===== src/hw/rtl/fom_pkg.sv =====
`timescale 1ns / 1ps
`default_nettype none
// ----------------------------------------------------------------------------
// fom_pkg
// Types, codes and fixed widths shared by the frame over-trigger monitor.
// ----------------------------------------------------------------------------
package fom_pkg;

  // Field widths fixed by the event format
  localparam int TIME_W   = 32;
  localparam int SUM_T_W  = 33;  // image time plus sample time
  localparam int FRAME_W  = 31;
  localparam int PERIOD_W = 20;
  localparam int TOL_W    = 20;
  localparam int WAIT_W   = 40;
  localparam int RUN_W    = 8;
  localparam int CFG_IDX_W = 2;
  localparam int CFG_DATA_W = 20;

  // Time split into microseconds and leftover nanoseconds
  localparam int Q_W = 24;  // floor of a 33-bit time over 1000
  localparam int R_W = 10;  // remainder below 1000

  // Divide by 1000: shift right by 3, then multiply by ceil(2^37 / 125)
  localparam int DIV_X_W = SUM_T_W - 3;
  localparam int DIV_M_W = 31;
  localparam int DIV_SHIFT = 37;
  localparam int PROD_W = DIV_X_W + DIV_M_W + 1;
  localparam logic [DIV_M_W-1:0] DIV_MULT = 31'd1099511628;

  // Thresholds and limits
  localparam int MS_NS        = 1000;  // ns per us, also per-mille full scale
  localparam int CRIT_PERMIL  = 950;
  localparam int DANGER_PERMIL = 900;
  localparam int HARD_FACTOR  = 3;
  localparam int EARLY_FRAMES = 5;
  localparam int RUN_LIMIT    = 5;
  localparam logic [RUN_W-1:0] RUN_MAX = 8'd255;

  // Configuration register indexes
  localparam logic [CFG_IDX_W-1:0] CFG_PERIOD = 2'd0;
  localparam logic [CFG_IDX_W-1:0] CFG_TOL    = 2'd1;
  localparam logic [CFG_IDX_W-1:0] CFG_MODE   = 2'd2;

  localparam logic [PERIOD_W-1:0] PERIOD_RESET = 20'd1000;

  typedef enum logic [2:0] {
    OP_PROC  = 3'd0,
    OP_SKIP  = 3'd1,
    OP_WAIT  = 3'd2,
    OP_CHECK = 3'd3,
    OP_CLEAR = 3'd4
  } op_e;

  typedef enum logic [1:0] {
    ST_OK     = 2'd0,
    ST_DANGER = 2'd1,
    ST_CRIT   = 2'd2,
    ST_OVER   = 2'd3
  } status_e;

  typedef struct packed {
    logic [2:0]         operation;
    logic [TIME_W-1:0]  first_time_ns;
    logic [TIME_W-1:0]  second_time_ns;
    logic               new_frame;
    logic [FRAME_W-1:0] frame_number;
  } in_item_t;

  typedef struct packed {
    logic             status_valid;
    logic [1:0]       status;
    logic [RUN_W-1:0] overrun_run;
  } out_item_t;

  typedef struct packed {
    logic [PERIOD_W-1:0] period;
    logic [TOL_W-1:0]    tol;
    logic                mode;
  } cfg_t;

  // Event after the divider: time split into us and ns remainder
  typedef struct packed {
    logic [2:0]         op;
    logic [SUM_T_W-1:0] t;
    logic [Q_W-1:0]     q;
    logic [R_W-1:0]     r;
    logic               new_frame;
    logic               early;
  } div_item_t;

  // Kind of event travelling down the check pipeline
  typedef struct packed {
    logic is_check;
    logic early;
  } chk_ctl_t;

endpackage : fom_pkg
`default_nettype wire


===== src/hw/rtl/fom_divider.sv =====
`timescale 1ns / 1ps
`default_nettype none
// ----------------------------------------------------------------------------
// fom_divider
// Three-stage split of frame time into us and ns: input, product, quotient.
// ----------------------------------------------------------------------------
module fom_divider
  import fom_pkg::*;
(
  input  wire logic      clk_i,
  input  wire logic      rst_ni,
  input  wire logic      in_valid_i,
  output logic           in_ready_o,
  input  wire in_item_t  in_item_i,
  output logic           out_valid_o,
  input  wire logic      out_ready_i,
  output div_item_t      out_item_o
);

  logic              v1_q, v2_q, v3_q;
  logic              rdy1, rdy2, rdy3;
  div_item_t         s1_d, s1_q, s2_q, s3_d, s3_q;
  logic [PROD_W-1:0] prod_d, prod_q;
  logic [R_W+23:0]   qk;
  logic [R_W+23:0]   rem_full;

  // Stage readiness: a stage takes data when empty or when it drains
  assign rdy3 = !v3_q || out_ready_i;
  assign rdy2 = !v2_q || rdy3;
  assign rdy1 = !v1_q || rdy2;
  assign in_ready_o = rdy1;

  // Form the frame time and the early-frame flag
  always_comb begin
    s1_d           = '0;
    s1_d.op        = in_item_i.operation;
    s1_d.t         = {1'b0, in_item_i.first_time_ns}
                   + ((in_item_i.operation == OP_PROC) ?
                      {1'b0, in_item_i.second_time_ns} : {SUM_T_W{1'b0}});
    s1_d.new_frame = in_item_i.new_frame;
    s1_d.early     = (in_item_i.frame_number <= FRAME_W'(EARLY_FRAMES));
  end

  // Reciprocal product for the divide by 1000
  assign prod_d = PROD_W'(s1_q.t[SUM_T_W-1:3]) * PROD_W'(DIV_MULT);

  // Quotient from the product, remainder by back-multiply
  always_comb begin
    s3_d     = s2_q;
    s3_d.q   = prod_q[DIV_SHIFT+Q_W-1:DIV_SHIFT];
    qk       = (R_W+24)'(s3_d.q) * (R_W+24)'(MS_NS);
    rem_full = (R_W+24)'(s2_q.t) - qk;
    s3_d.r   = rem_full[R_W-1:0];
  end

  // Advance stage valids
  always_ff @(posedge clk_i or negedge rst_ni) begin
    if (!rst_ni) begin
      v1_q <= 1'b0;
      v2_q <= 1'b0;
      v3_q <= 1'b0;
    end else begin
      if (rdy1) v1_q <= in_valid_i;
      if (rdy2) v2_q <= v1_q;
      if (rdy3) v3_q <= v2_q;
    end
  end

  // Move payloads on each transfer
  always_ff @(posedge clk_i) begin
    if (rdy1 && in_valid_i) s1_q <= s1_d;
    if (rdy2 && v1_q) begin
      s2_q   <= s1_q;
      prod_q <= prod_d;
    end
    if (rdy3 && v2_q) s3_q <= s3_d;
  end

  assign out_valid_o = v3_q;
  assign out_item_o  = s3_q;

endmodule : fom_divider
`default_nettype wire


===== src/hw/rtl/fom_window.sv =====
`timescale 1ns / 1ps
`default_nettype none
// ----------------------------------------------------------------------------
// fom_window
// Sliding window of frame times, running sum and wait accumulation.
// ----------------------------------------------------------------------------
module fom_window
  import fom_pkg::*;
#(
  parameter int WINDOW_LEN = 4
) (
  input  wire logic       clk_i,
  input  wire logic       rst_ni,
  input  wire logic       in_valid_i,
  output logic            in_ready_o,
  input  wire div_item_t  in_item_i,
  output logic            out_valid_o,
  input  wire logic       out_ready_i,
  output chk_ctl_t        out_ctl_o,
  output logic [$clog2(WINDOW_LEN+1)-1:0]    out_count_o,
  output logic [WAIT_W-1:0]                  out_wait_o,
  output logic [Q_W+$clog2(WINDOW_LEN+1)-1:0] out_sumq_o
);

  localparam int CNT_W  = $clog2(WINDOW_LEN + 1);
  localparam int IDX_W  = (WINDOW_LEN > 1) ? $clog2(WINDOW_LEN) : 1;
  localparam int SUMQ_W = Q_W + CNT_W;
  localparam logic [CNT_W-1:0] FULL_CNT = CNT_W'(WINDOW_LEN);
  localparam logic [IDX_W-1:0] LAST_IDX = IDX_W'(WINDOW_LEN - 1);
  localparam logic [CNT_W:0]   LEN_EXT  = (CNT_W+1)'(WINDOW_LEN);
  localparam logic signed [R_W+1:0] RMOD_S = (R_W+2)'(MS_NS);

  logic [Q_W-1:0]    ent_q_q [WINDOW_LEN];
  logic [R_W-1:0]    ent_r_q [WINDOW_LEN];
  logic [CNT_W-1:0]  count_q, count_d;
  logic [IDX_W-1:0]  head_q, head_d, wr_idx;
  logic [SUMQ_W-1:0] sumq_q, sumq_d;
  logic [R_W-1:0]    sumr_q, sumr_d;
  logic [WAIT_W-1:0] latched_q, latched_d, partial_q, partial_d;

  logic              xfer, full, push;
  logic [Q_W-1:0]    old_q;
  logic [R_W-1:0]    old_r;
  logic [CNT_W:0]    wr_sum;
  logic signed [R_W+1:0] rsum, rnorm;
  logic              carry, borrow;
  logic [SUMQ_W-1:0] push_sumq;
  logic [WAIT_W-1:0] t_ext;

  logic              ov_q;
  chk_ctl_t          ctl_q;
  logic [CNT_W-1:0]  n_q;
  logic [WAIT_W-1:0] wait_q;
  logic [SUMQ_W-1:0] osumq_q;

  function automatic logic [WAIT_W-1:0] sat_add(logic [WAIT_W-1:0] a,
                                                logic [WAIT_W-1:0] b);
    logic [WAIT_W:0] s;
    s = {1'b0, a} + {1'b0, b};
    return s[WAIT_W] ? {WAIT_W{1'b1}} : s[WAIT_W-1:0];
  endfunction

  assign in_ready_o = !ov_q || out_ready_i;
  assign xfer = in_valid_i && in_ready_o;
  assign push = (in_item_i.op == OP_PROC) || (in_item_i.op == OP_SKIP);

  // Locate the entry to write and the one that leaves
  always_comb begin
    full   = (count_q == FULL_CNT);
    old_q  = full ? ent_q_q[head_q] : '0;
    old_r  = full ? ent_r_q[head_q] : '0;
    wr_sum = (CNT_W+1)'(head_q) + (CNT_W+1)'(count_q);
    if (full) begin
      wr_idx = head_q;
    end else if (wr_sum >= LEN_EXT) begin
      wr_idx = IDX_W'(wr_sum - LEN_EXT);
    end else begin
      wr_idx = IDX_W'(wr_sum);
    end
  end

  // Update the running sum as us count plus ns remainder
  always_comb begin
    rsum   = $signed({2'b00, sumr_q}) + $signed({2'b00, in_item_i.r})
           - $signed({2'b00, old_r});
    borrow = (rsum < 0);
    carry  = (rsum >= RMOD_S);
    if (borrow) begin
      rnorm = rsum + RMOD_S;
    end else if (carry) begin
      rnorm = rsum - RMOD_S;
    end else begin
      rnorm = rsum;
    end
    push_sumq = sumq_q + SUMQ_W'(in_item_i.q) - SUMQ_W'(old_q)
              + SUMQ_W'(carry) - SUMQ_W'(borrow);
  end

  assign t_ext = WAIT_W'(in_item_i.t);

  // Next window and wait state for the event
  always_comb begin
    count_d   = count_q;
    head_d    = head_q;
    sumq_d    = sumq_q;
    sumr_d    = sumr_q;
    latched_d = latched_q;
    partial_d = partial_q;
    case (in_item_i.op)
      OP_PROC, OP_SKIP: begin
        sumq_d = push_sumq;
        sumr_d = rnorm[R_W-1:0];
        if (full) begin
          head_d = (head_q == LAST_IDX) ? '0 : head_q + 1'b1;
        end else begin
          count_d = count_q + 1'b1;
        end
      end
      OP_WAIT: begin
        if (in_item_i.new_frame) begin
          latched_d = sat_add(t_ext, partial_q);
          partial_d = '0;
        end else begin
          partial_d = sat_add(partial_q, t_ext);
        end
      end
      OP_CLEAR: begin
        count_d   = '0;
        head_d    = '0;
        sumq_d    = '0;
        sumr_d    = '0;
        latched_d = '0;
        partial_d = '0;
      end
      default: begin
      end
    endcase
  end

  // Hold window state
  always_ff @(posedge clk_i or negedge rst_ni) begin
    if (!rst_ni) begin
      count_q   <= '0;
      head_q    <= '0;
      sumq_q    <= '0;
      sumr_q    <= '0;
      latched_q <= '0;
      partial_q <= '0;
    end else if (xfer) begin
      count_q   <= count_d;
      head_q    <= head_d;
      sumq_q    <= sumq_d;
      sumr_q    <= sumr_d;
      latched_q <= latched_d;
      partial_q <= partial_d;
    end
  end

  // Write a pushed time into the window
  always_ff @(posedge clk_i) begin
    if (xfer && push) begin
      ent_q_q[wr_idx] <= in_item_i.q;
      ent_r_q[wr_idx] <= in_item_i.r;
    end
  end

  // Register the state snapshot that a check needs
  always_ff @(posedge clk_i or negedge rst_ni) begin
    if (!rst_ni) begin
      ov_q <= 1'b0;
    end else if (in_ready_o) begin
      ov_q <= in_valid_i;
    end
  end

  always_ff @(posedge clk_i) begin
    if (xfer) begin
      ctl_q.is_check <= (in_item_i.op == OP_CHECK);
      ctl_q.early    <= in_item_i.early;
      n_q            <= count_q;
      wait_q         <= latched_q;
      osumq_q        <= sumq_q;
    end
  end

  assign out_valid_o = ov_q;
  assign out_ctl_o   = ctl_q;
  assign out_count_o = n_q;
  assign out_wait_o  = wait_q;
  assign out_sumq_o  = osumq_q;

`ifndef SYNTHESIS
  a_count_bound : assert property (@(posedge clk_i) disable iff (!rst_ni)
    count_q <= FULL_CNT)
    else $error("window count above window length");

  a_empty_sum : assert property (@(posedge clk_i) disable iff (!rst_ni)
    (count_q == '0) |-> (sumq_q == '0) && (sumr_q == '0))
    else $error("empty window with nonzero sum");

  a_push_grows : assert property (@(posedge clk_i) disable iff (!rst_ni)
    (xfer && push && !full) |=> (count_q != '0))
    else $error("push into window left it empty");
`endif

endmodule : fom_window
`default_nettype wire


===== src/hw/rtl/fom_check.sv =====
`timescale 1ns / 1ps
`default_nettype none
// ----------------------------------------------------------------------------
// fom_check
// Threshold pipeline, over-run counter and result register.
// ----------------------------------------------------------------------------
module fom_check
  import fom_pkg::*;
#(
  parameter int WINDOW_LEN = 4
) (
  input  wire logic      clk_i,
  input  wire logic      rst_ni,
  input  wire cfg_t      cfg_i,
  input  wire logic      in_valid_i,
  output logic           in_ready_o,
  input  wire chk_ctl_t  in_ctl_i,
  input  wire logic [$clog2(WINDOW_LEN+1)-1:0]     in_count_i,
  input  wire logic [WAIT_W-1:0]                   in_wait_i,
  input  wire logic [Q_W+$clog2(WINDOW_LEN+1)-1:0] in_sumq_i,
  output logic           out_valid_o,
  input  wire logic      out_ready_i,
  output out_item_t      out_item_o
);

  localparam int CNT_W  = $clog2(WINDOW_LEN + 1);
  localparam int SUMQ_W = Q_W + CNT_W;
  localparam int NL_W   = WAIT_W + CNT_W;
  localparam int PN_W   = PERIOD_W + CNT_W;
  localparam int A_W    = NL_W + 1;
  localparam int T_W    = PN_W + $clog2(WINDOW_LEN + 1) + 1;
  localparam int H_W    = PN_W + $clog2(HARD_FACTOR * WINDOW_LEN + 1) + 1;
  localparam int CMP_W  = (A_W > H_W + R_W) ? A_W : H_W + R_W;
  localparam int CONS_FACTOR = (WINDOW_LEN > 1) ? WINDOW_LEN - 1 : 1;

  logic v1_q, v2_q, v3_q, v4_q;
  logic rdy1, rdy2, rdy3, rdy4;

  chk_ctl_t          ctl1_q, ctl2_q, ctl3_q;
  logic [NL_W-1:0]   nl_q;
  logic [PN_W-1:0]   pn_q;
  logic [SUMQ_W-1:0] sumq1_q;
  logic [A_W-1:0]    a_d, a_q;
  logic [T_W-1:0]    t_d, t_q;
  logic [H_W-1:0]    h_d, h_q;
  logic [H_W-1:0]    tol_extra;
  logic              over_d, o950_d, o900_d, oh_d;
  logic              over_q, o950_q, o900_q, oh_q;

  logic [RUN_W-1:0]  run_q, run_inc, run_next;
  logic              late, adv4, late_q;
  status_e           st;
  out_item_t         out_d, out_q;

  // Stage readiness
  assign rdy4 = !v4_q || out_ready_i;
  assign rdy3 = !v3_q || rdy4;
  assign rdy2 = !v2_q || rdy3;
  assign rdy1 = !v1_q || rdy2;
  assign in_ready_o = rdy1;

  // Measured work, allowed budget and hard limit
  always_comb begin
    a_d = A_W'(nl_q) + A_W'(sumq1_q) * A_W'(MS_NS);
    if (cfg_i.mode) begin
      t_d = T_W'(pn_q) * T_W'(CONS_FACTOR);
    end else begin
      t_d = T_W'(pn_q) * T_W'(WINDOW_LEN) + T_W'(cfg_i.tol);
    end
    tol_extra = (cfg_i.tol > TOL_W'(MS_NS)) ? H_W'(cfg_i.tol - TOL_W'(MS_NS)) : '0;
    h_d = H_W'(pn_q) * H_W'(HARD_FACTOR * WINDOW_LEN) + tol_extra;
  end

  // Compare against the scaled thresholds
  always_comb begin
    over_d = CMP_W'(a_q) > CMP_W'(t_q) * CMP_W'(MS_NS);
    o950_d = CMP_W'(a_q) > CMP_W'(t_q) * CMP_W'(CRIT_PERMIL);
    o900_d = CMP_W'(a_q) > CMP_W'(t_q) * CMP_W'(DANGER_PERMIL);
    oh_d   = CMP_W'(a_q) > CMP_W'(h_q) * CMP_W'(MS_NS);
  end

  // Advance the over-run counter and grade the check
  always_comb begin
    late    = ctl3_q.is_check && !ctl3_q.early;
    adv4    = v3_q && rdy4;
    run_inc = (run_q == RUN_MAX) ? run_q : run_q + 1'b1;
    run_next = late ? (over_q ? run_inc : '0) : run_q;
    if ((run_next > RUN_W'(RUN_LIMIT)) || oh_q) begin
      st = ST_OVER;
    end else if ((run_next != '0) || o950_q) begin
      st = ST_CRIT;
    end else if (o900_q) begin
      st = ST_DANGER;
    end else begin
      st = ST_OK;
    end
    out_d.status_valid = ctl3_q.is_check;
    out_d.status       = late ? st : ST_OK;
    out_d.overrun_run  = run_next;
  end

  // Advance stage valids and the counter
  always_ff @(posedge clk_i or negedge rst_ni) begin
    if (!rst_ni) begin
      v1_q  <= 1'b0;
      v2_q  <= 1'b0;
      v3_q  <= 1'b0;
      v4_q  <= 1'b0;
      run_q <= '0;
    end else begin
      if (rdy1) v1_q <= in_valid_i;
      if (rdy2) v2_q <= v1_q;
      if (rdy3) v3_q <= v2_q;
      if (rdy4) v4_q <= v3_q;
      if (adv4) run_q <= run_next;
    end
  end

  // Move payloads on each transfer
  always_ff @(posedge clk_i) begin
    if (rdy1 && in_valid_i) begin
      ctl1_q  <= in_ctl_i;
      nl_q    <= NL_W'(in_wait_i) * NL_W'(in_count_i);
      pn_q    <= PN_W'(cfg_i.period) * PN_W'(in_count_i);
      sumq1_q <= in_sumq_i;
    end
    if (rdy2 && v1_q) begin
      ctl2_q <= ctl1_q;
      a_q    <= a_d;
      t_q    <= t_d;
      h_q    <= h_d;
    end
    if (rdy3 && v2_q) begin
      ctl3_q <= ctl2_q;
      over_q <= over_d;
      o950_q <= o950_d;
      o900_q <= o900_d;
      oh_q   <= oh_d;
    end
    if (adv4) begin
      out_q  <= out_d;
      late_q <= late;
    end
  end

  assign out_valid_o = v4_q;
  assign out_item_o  = out_q;

`ifndef SYNTHESIS
  a_run_hold : assert property (@(posedge clk_i) disable iff (!rst_ni)
    !(adv4 && late) |=> $stable(run_q))
    else $error("over-run counter moved without a graded check");

  a_run_crit : assert property (@(posedge clk_i) disable iff (!rst_ni)
    (v4_q && late_q && (out_q.overrun_run != '0))
      |-> (out_q.status == ST_CRIT) || (out_q.status == ST_OVER))
    else $error("active over-run graded below critical");

  a_thr_order : assert property (@(posedge clk_i) disable iff (!rst_ni)
    v3_q |-> (!over_q || o950_q) && (!o950_q || o900_q))
    else $error("threshold flags out of order");
`endif

endmodule : fom_check
`default_nettype wire


===== src/hw/rtl/frame_overtrigger_monitor.sv =====
`timescale 1ns / 1ps
`default_nettype none
// ----------------------------------------------------------------------------
// frame_overtrigger_monitor
// Frame-time watchdog: sliding window of frame times against trigger period.
// ----------------------------------------------------------------------------
// Usage:
//   Events enter on the in channel (valid/ready, in_item_i). Each accepted
//   event gives exactly one result on the out channel (valid/ready,
//   out_item_o); only check events set status_valid.
//   Configuration registers (period, tolerance, mode) are written through the
//   cfg channel, which is always ready; write them only while no event is in
//   flight.
//   Pipeline: 3 divider stages, 1 window stage, 4 check stages ending in the
//   result register.
//   Throughput: one event per cycle while the receiver takes results; the
//   window and the over-run counter keep pace with back-to-back events.
//   Reset empties the window and waits, clears the over-run counter and
//   loads the period with 1000 us, tolerance 0, normal mode.
//   When the receiver stalls, the result register holds and the stages
//   behind it keep filling their empty slots; input ready drops only once
//   every stage holds an event.
// ----------------------------------------------------------------------------
module frame_overtrigger_monitor
  import fom_pkg::*;
#(
  parameter int WINDOW_LEN = 4
) (
  input  wire logic                  clk_i,
  input  wire logic                  rst_ni,
  input  wire logic                  in_valid_i,
  output logic                       in_ready_o,
  input  wire in_item_t              in_item_i,
  output logic                       out_valid_o,
  input  wire logic                  out_ready_i,
  output out_item_t                  out_item_o,
  input  wire logic                  cfg_valid_i,
  output logic                       cfg_ready_o,
  input  wire logic [CFG_IDX_W-1:0]  cfg_index_i,
  input  wire logic [CFG_DATA_W-1:0] cfg_data_i
);

  localparam int CNT_W  = $clog2(WINDOW_LEN + 1);
  localparam int SUMQ_W = Q_W + CNT_W;

  cfg_t              cfg_q;
  logic              div_valid, div_ready;
  div_item_t         div_item;
  logic              win_valid, win_ready;
  chk_ctl_t          win_ctl;
  logic [CNT_W-1:0]  win_count;
  logic [WAIT_W-1:0] win_wait;
  logic [SUMQ_W-1:0] win_sumq;

  assign cfg_ready_o = 1'b1;

  // Hold configuration registers
  always_ff @(posedge clk_i or negedge rst_ni) begin
    if (!rst_ni) begin
      cfg_q.period <= PERIOD_RESET;
      cfg_q.tol    <= '0;
      cfg_q.mode   <= 1'b0;
    end else if (cfg_valid_i && cfg_ready_o) begin
      case (cfg_index_i)
        CFG_PERIOD: cfg_q.period <= cfg_data_i[PERIOD_W-1:0];
        CFG_TOL:    cfg_q.tol    <= cfg_data_i[TOL_W-1:0];
        CFG_MODE:   cfg_q.mode   <= cfg_data_i[0];
        default: begin
        end
      endcase
    end
  end

  fom_divider u_divider (
    .clk_i       (clk_i),
    .rst_ni      (rst_ni),
    .in_valid_i  (in_valid_i),
    .in_ready_o  (in_ready_o),
    .in_item_i   (in_item_i),
    .out_valid_o (div_valid),
    .out_ready_i (div_ready),
    .out_item_o  (div_item)
  );

  fom_window #(
    .WINDOW_LEN (WINDOW_LEN)
  ) u_window (
    .clk_i       (clk_i),
    .rst_ni      (rst_ni),
    .in_valid_i  (div_valid),
    .in_ready_o  (div_ready),
    .in_item_i   (div_item),
    .out_valid_o (win_valid),
    .out_ready_i (win_ready),
    .out_ctl_o   (win_ctl),
    .out_count_o (win_count),
    .out_wait_o  (win_wait),
    .out_sumq_o  (win_sumq)
  );

  fom_check #(
    .WINDOW_LEN (WINDOW_LEN)
  ) u_check (
    .clk_i       (clk_i),
    .rst_ni      (rst_ni),
    .cfg_i       (cfg_q),
    .in_valid_i  (win_valid),
    .in_ready_o  (win_ready),
    .in_ctl_i    (win_ctl),
    .in_count_i  (win_count),
    .in_wait_i   (win_wait),
    .in_sumq_i   (win_sumq),
    .out_valid_o (out_valid_o),
    .out_ready_i (out_ready_i),
    .out_item_o  (out_item_o)
  );

endmodule : frame_overtrigger_monitor
`default_nettype wire


===== config.mk =====
export PLATFORM = sky130hd
export DESIGN_NAME = frame_overtrigger_monitor
export DESIGN_NICKNAME = d
export VERILOG_FILES = /design/src/hw/rtl/fom_pkg.sv /design/src/hw/rtl/fom_divider.sv /design/src/hw/rtl/fom_window.sv /design/src/hw/rtl/fom_check.sv /design/src/hw/rtl/frame_overtrigger_monitor.sv
export SDC_FILE = /design/constraint.sdc
export NUM_CORES = 2
export LEC_CHECK = 0
export BUFFER_PORTS_ARGS = -buffer_cell sky130_fd_sc_hd__buf_2
export CORE_MARGIN = 10
export CORE_UTILIZATION = 35
export DETAILED_ROUTE_END_ITERATION = 8
export GPL_TIMING_DRIVEN = 0
export SLEW_MARGIN = 10
export SYNTH_ARGS = -nofsm -noshare
export SYNTH_HDL_FRONTEND = slang
export SYNTH_SLANG_ARGS = --single-unit

===== constraint.sdc =====
create_clock -name clk_i -period 8.65 [get_ports clk_i]
set_input_delay 0.865 -clock clk_i [delete_from_list [all_inputs] [get_ports clk_i]]
set_output_delay 0.865 -clock clk_i [all_outputs]
set_load 0.02 [all_outputs]

==> summary.txt <==
Timing
  – Slew Limit Fails: 0
  – Fin crit share: 97.64%
  – Fmax: 118.4 MHz
  – Clk_skew: 0.06234 ns
  – Final setup fails: 0
  – RSZ-0062 raised after global routing: no
  – Slew @ Worst Pin: 1.390 ns
  – Final hold violations: 0
  – Min Clock Period, post-route: 8.446 ns
  – Slew HR: 6.645%

Final layout
  – Cell Count, Final, Fillers Out: 10940
  – Sequential cell area: 22170 µm²
  – Footprint of the multi-input gates: 51670 µm²
  – Layout net count: 9953
  – Syn-to-layout area delta: 10.18%
  – Share of cells above drive strength 1: 6.032%
  – Filler cells: 21990

Clock network
  – Clock Tree Root: clkbuf_16
  – CTS max path bufs: 3
  – CTS Hold Bufs: 0
  – Clk slew on worst S/H paths: 0.06 ns
  – Clk sinks: 768
  – CTS H-tree lvls: 3
  – CTS buffer count: 86
  – Clk_lat worst skew: 0.72 ns
  – CTS tree: yes

Global routing
  – Vias in the first global route: 57000
  – Global-route usage over all layers: 16.02%
  – GR peak layer: met2
  – Global-route wire length before repair: 314800 µm
  – GR Util met3: 1.648%
  – Total global routing overflow: 0
  – Initial antenna violation count: 3
  – Largest net degree at the start of global routing: 103
  – Met1 Track Usage GR: 20.46%
  – Grt met2 use: 28.18%

Synthesis
  – Mapped Cells: 7611
  – Syn_nets: 9695
  – FFs w/ async S/R, synth: 23.31%
  – Complex-gate fraction of the synthesized area: 11.25%
  – Area leader, netlist: edfxtp_1
  – Synthesized area: 79380 µm²
  – Yosys cell types: 90
  – Post-Synth XOR/XNOR Area: 4.656%
  – Largest family of logic cells by synthesized area: adder cells
  – Top-area cell type share of the netlist area: 22.28%
  – Register area share after synthesis: 27.93%
  – Prevailing post-synth register cell: edfxtp_1
  – Simple logic cell fraction of the synthesized area: 8.986%
  – Post-Synth Adder-Cell Area: 38.29%
  – Ranking of synthesized cells by area: edfxtp_1 (22%), fa_1 (20%), ha_1 (18%)
  – Syn avg cell area: 10.43 µm²
  – Yosys warning total: 0
  – Synthesized flop and latch total: 768
  – Mux cell area share after synthesis: 1.764%
  – Post-synth EDFFs: 589

Critical path
  – Critical Path End Type: flop
  – WP buf/inv: 4
  – Worst path arrival time: 8.76 ns
  – CP startpoint kind: flop
  – Worst Setup Path Type: reg2reg
  – CP dominant cell by count: fa_1
  – Cell Chain, Critical Path: ha_1 > ha_1 > fa_1 > inv_1 > fa_1 > inv_1 > fa_1 > inv_1 > fa_1 > inv_1 > fa_1 > fa_1 > ha_1 > a21oi_1 > o21ai_0 > a211oi_1 > o21ai_0 > o21ba_2 > o21ai_1 > and4_1 > nor3_1
  – Maximum single-stage delay on the critical path: 1.10 ns
  – WP data required: 8.97 ns
  – Max FO, Critical Path: 12
  – Slowest cell on the critical path: nor3_1
  – CP top delay family: adder cells

Place
  – Post-DP HPWL: 165600 µm
  – Inst Count DP: 10760
  – I/O Buffers: 137
  – Routability Congestion: 0.8937

Detailed routing
  – Drt total wl: 198200 µm
  – DRC Markers: 0
  – Vias per inst: 5.007
  – WL/cell: 18.13 µm
  – Drt pass-1 iters: 5
  – Initial DRC count: 2719
  – Overall via count from detail_route: 54750
  – Post-route ant nets: 0

Floorplanning
  – Die Ht: 496.2 µm
  – Die X: 496.2 µm
  – Core area: 225300 µm²
  – Cell Rows: 174
  – Starting Density: 35.23%
  – Die Area: 246200 µm²
  – I/O pins: 140

Hold path
  – Min-delay worst type: in2async

Status
  – Outcome: finished, final reports clean

Flow run
  – Number of max-cap violations: 0
-- final timing paths --
check / slack [ns] / cells past startpoint / to / start
max in group asynchronous: 7.42 / 2 / u_window.sumq_q[9] / rst_ni
max: 0.20 / 21 / u_divider.prod_q[54] / u_divider.s1_q[46]
min: 0.11 / 1 / u_check.run_q[4] / rst_ni
min in group clk_i: 0.34 / 1 / u_divider.s1_q[1] / in_item_i[31]
max reg2reg: 0.20 / 21 / u_divider.prod_q[54] / u_divider.s1_q[46]
min reg2reg: 0.41 / 0 / u_check.sumq1_q[5] / u_window.out_sumq_o[5]
-- synthesized netlist by cell type, types with 51 or more instances --
library cell,count
o21ai_0,306
xor2_1,155
ha_1,1173
clkbuf_1,82
fa_1,785
nor3_1,75
nand4_1,55
inv_1,1411
a21oi_1,382
nand3_1,109
o21a_1,83
dfrtp_1,173
mux2_2,51
edfxtp_1,589
a21o_1,198
nand2b_1,84
nor2b_1,73
xnor2_1,267
nor2_1,300
and2_1,107
nand2_1,515
-- cells by family after synthesis --
kind of cell,after synthesis
AOI/OAI and AO/OA,1381
xor gates and xnor gates,422
adders and majority gates,1958
buffers and inverters,1502
DFF,768
muxes,91
other,1
and+or+nand+nor,1488
-- cell usage in the layout (no fill, tap or decap), types with 90 or more instances in the layout --
master	Yosys	routed
inv_1	1411	1410
ha_1	1173	1173
fa_1	785	785
edfxtp_1	589	589
nand2_1	515	515
a21oi_1	382	382
o21ai_0	306	306
nor2_1	300	298
xnor2_1	267	267
a21o_1	198	198
dfrtp_1	173	173
xor2_1	155	154
buf_2	4	140
nand3_1	109	109
and2_1	107	104
clkbuf_1	82	96
clkbuf_16	0	90
-- worst register-to-register path: stages, from the launching register on --
cell and delay [ns]:
edfxtp_1 0.96, ha_1 0.45, ha_1 0.26, fa_1 0.54, inv_1 0.05, fa_1 0.48
inv_1 0.06, fa_1 0.54, inv_1 0.06, fa_1 0.54, inv_1 0.06, fa_1 0.57
fa_1 0.43, ha_1 0.35, a21oi_1 0.15, o21ai_0 0.15, a211oi_1 0.35, o21ai_0 0.16
o21ba_2 0.35, o21ai_1 0.18, and4_1 0.28, nor3_1 1.11
-- routing by layer --
metal | part of all wire, % | vias to the layer above
li1 | - | 26370
met1 | 43 | 27010
met2 | 49 | 1087
met3 | 3.7 | 283
met4 | 3.8 | 0
met5 | 0 | -
-- registers in the layout, summed over array words and instances (netlist names), 40 cells and up --
signal                flops
cfg_q                    41
u_check.a_q              44
u_check.nl_q             43
u_divider.out_item_o     69
u_window.ent_q_q         96
u_window.ent_r_q         40
u_window.latched_q       40
u_window.out_wait_o      40
u_window.partial_q       40
-- stage by stage --
stage	setup WS, ns	hold WS (ns)	setup TNS, ns	area [µm²]	utilization (%)
3_3_place_gp	-1.990	0.4005	-199.74	83810	37.19
5_1_grt	0.007255	0.1465	0	87450	38.81
6_report	0.2039	0.1071	0	87460	38.81
4_1_cts	0.01521	0.1122	0	87320	38.75
2_1_floorplan	0.8840	0.4003	0	79380	-
3_5_place_dp	-0.9819	0.4045	-6.338	84300	37.41
-- timing repair --
action                                  CTS  global route
pin swaps                                 0             2
resized for setup                        11            12
endpoints found under the setup margin   22             3
buffers inserted                          0            10
-- area by class of cell --
cell class,count,area share [%]
inverter,1411,6.059
clock inverter,48,0.6996
buffer,91,0.4192
multi-input combinational,5341,59.09
clock buffer,112,2.715
tap,2992,4.281
timing repair buffer,170,1.378
sequential,768,25.35
antenna,3,0.008584
Power is not shown: default switching activity piles up to over one toggle a cycle in this logic, so the estimate is an artifact.
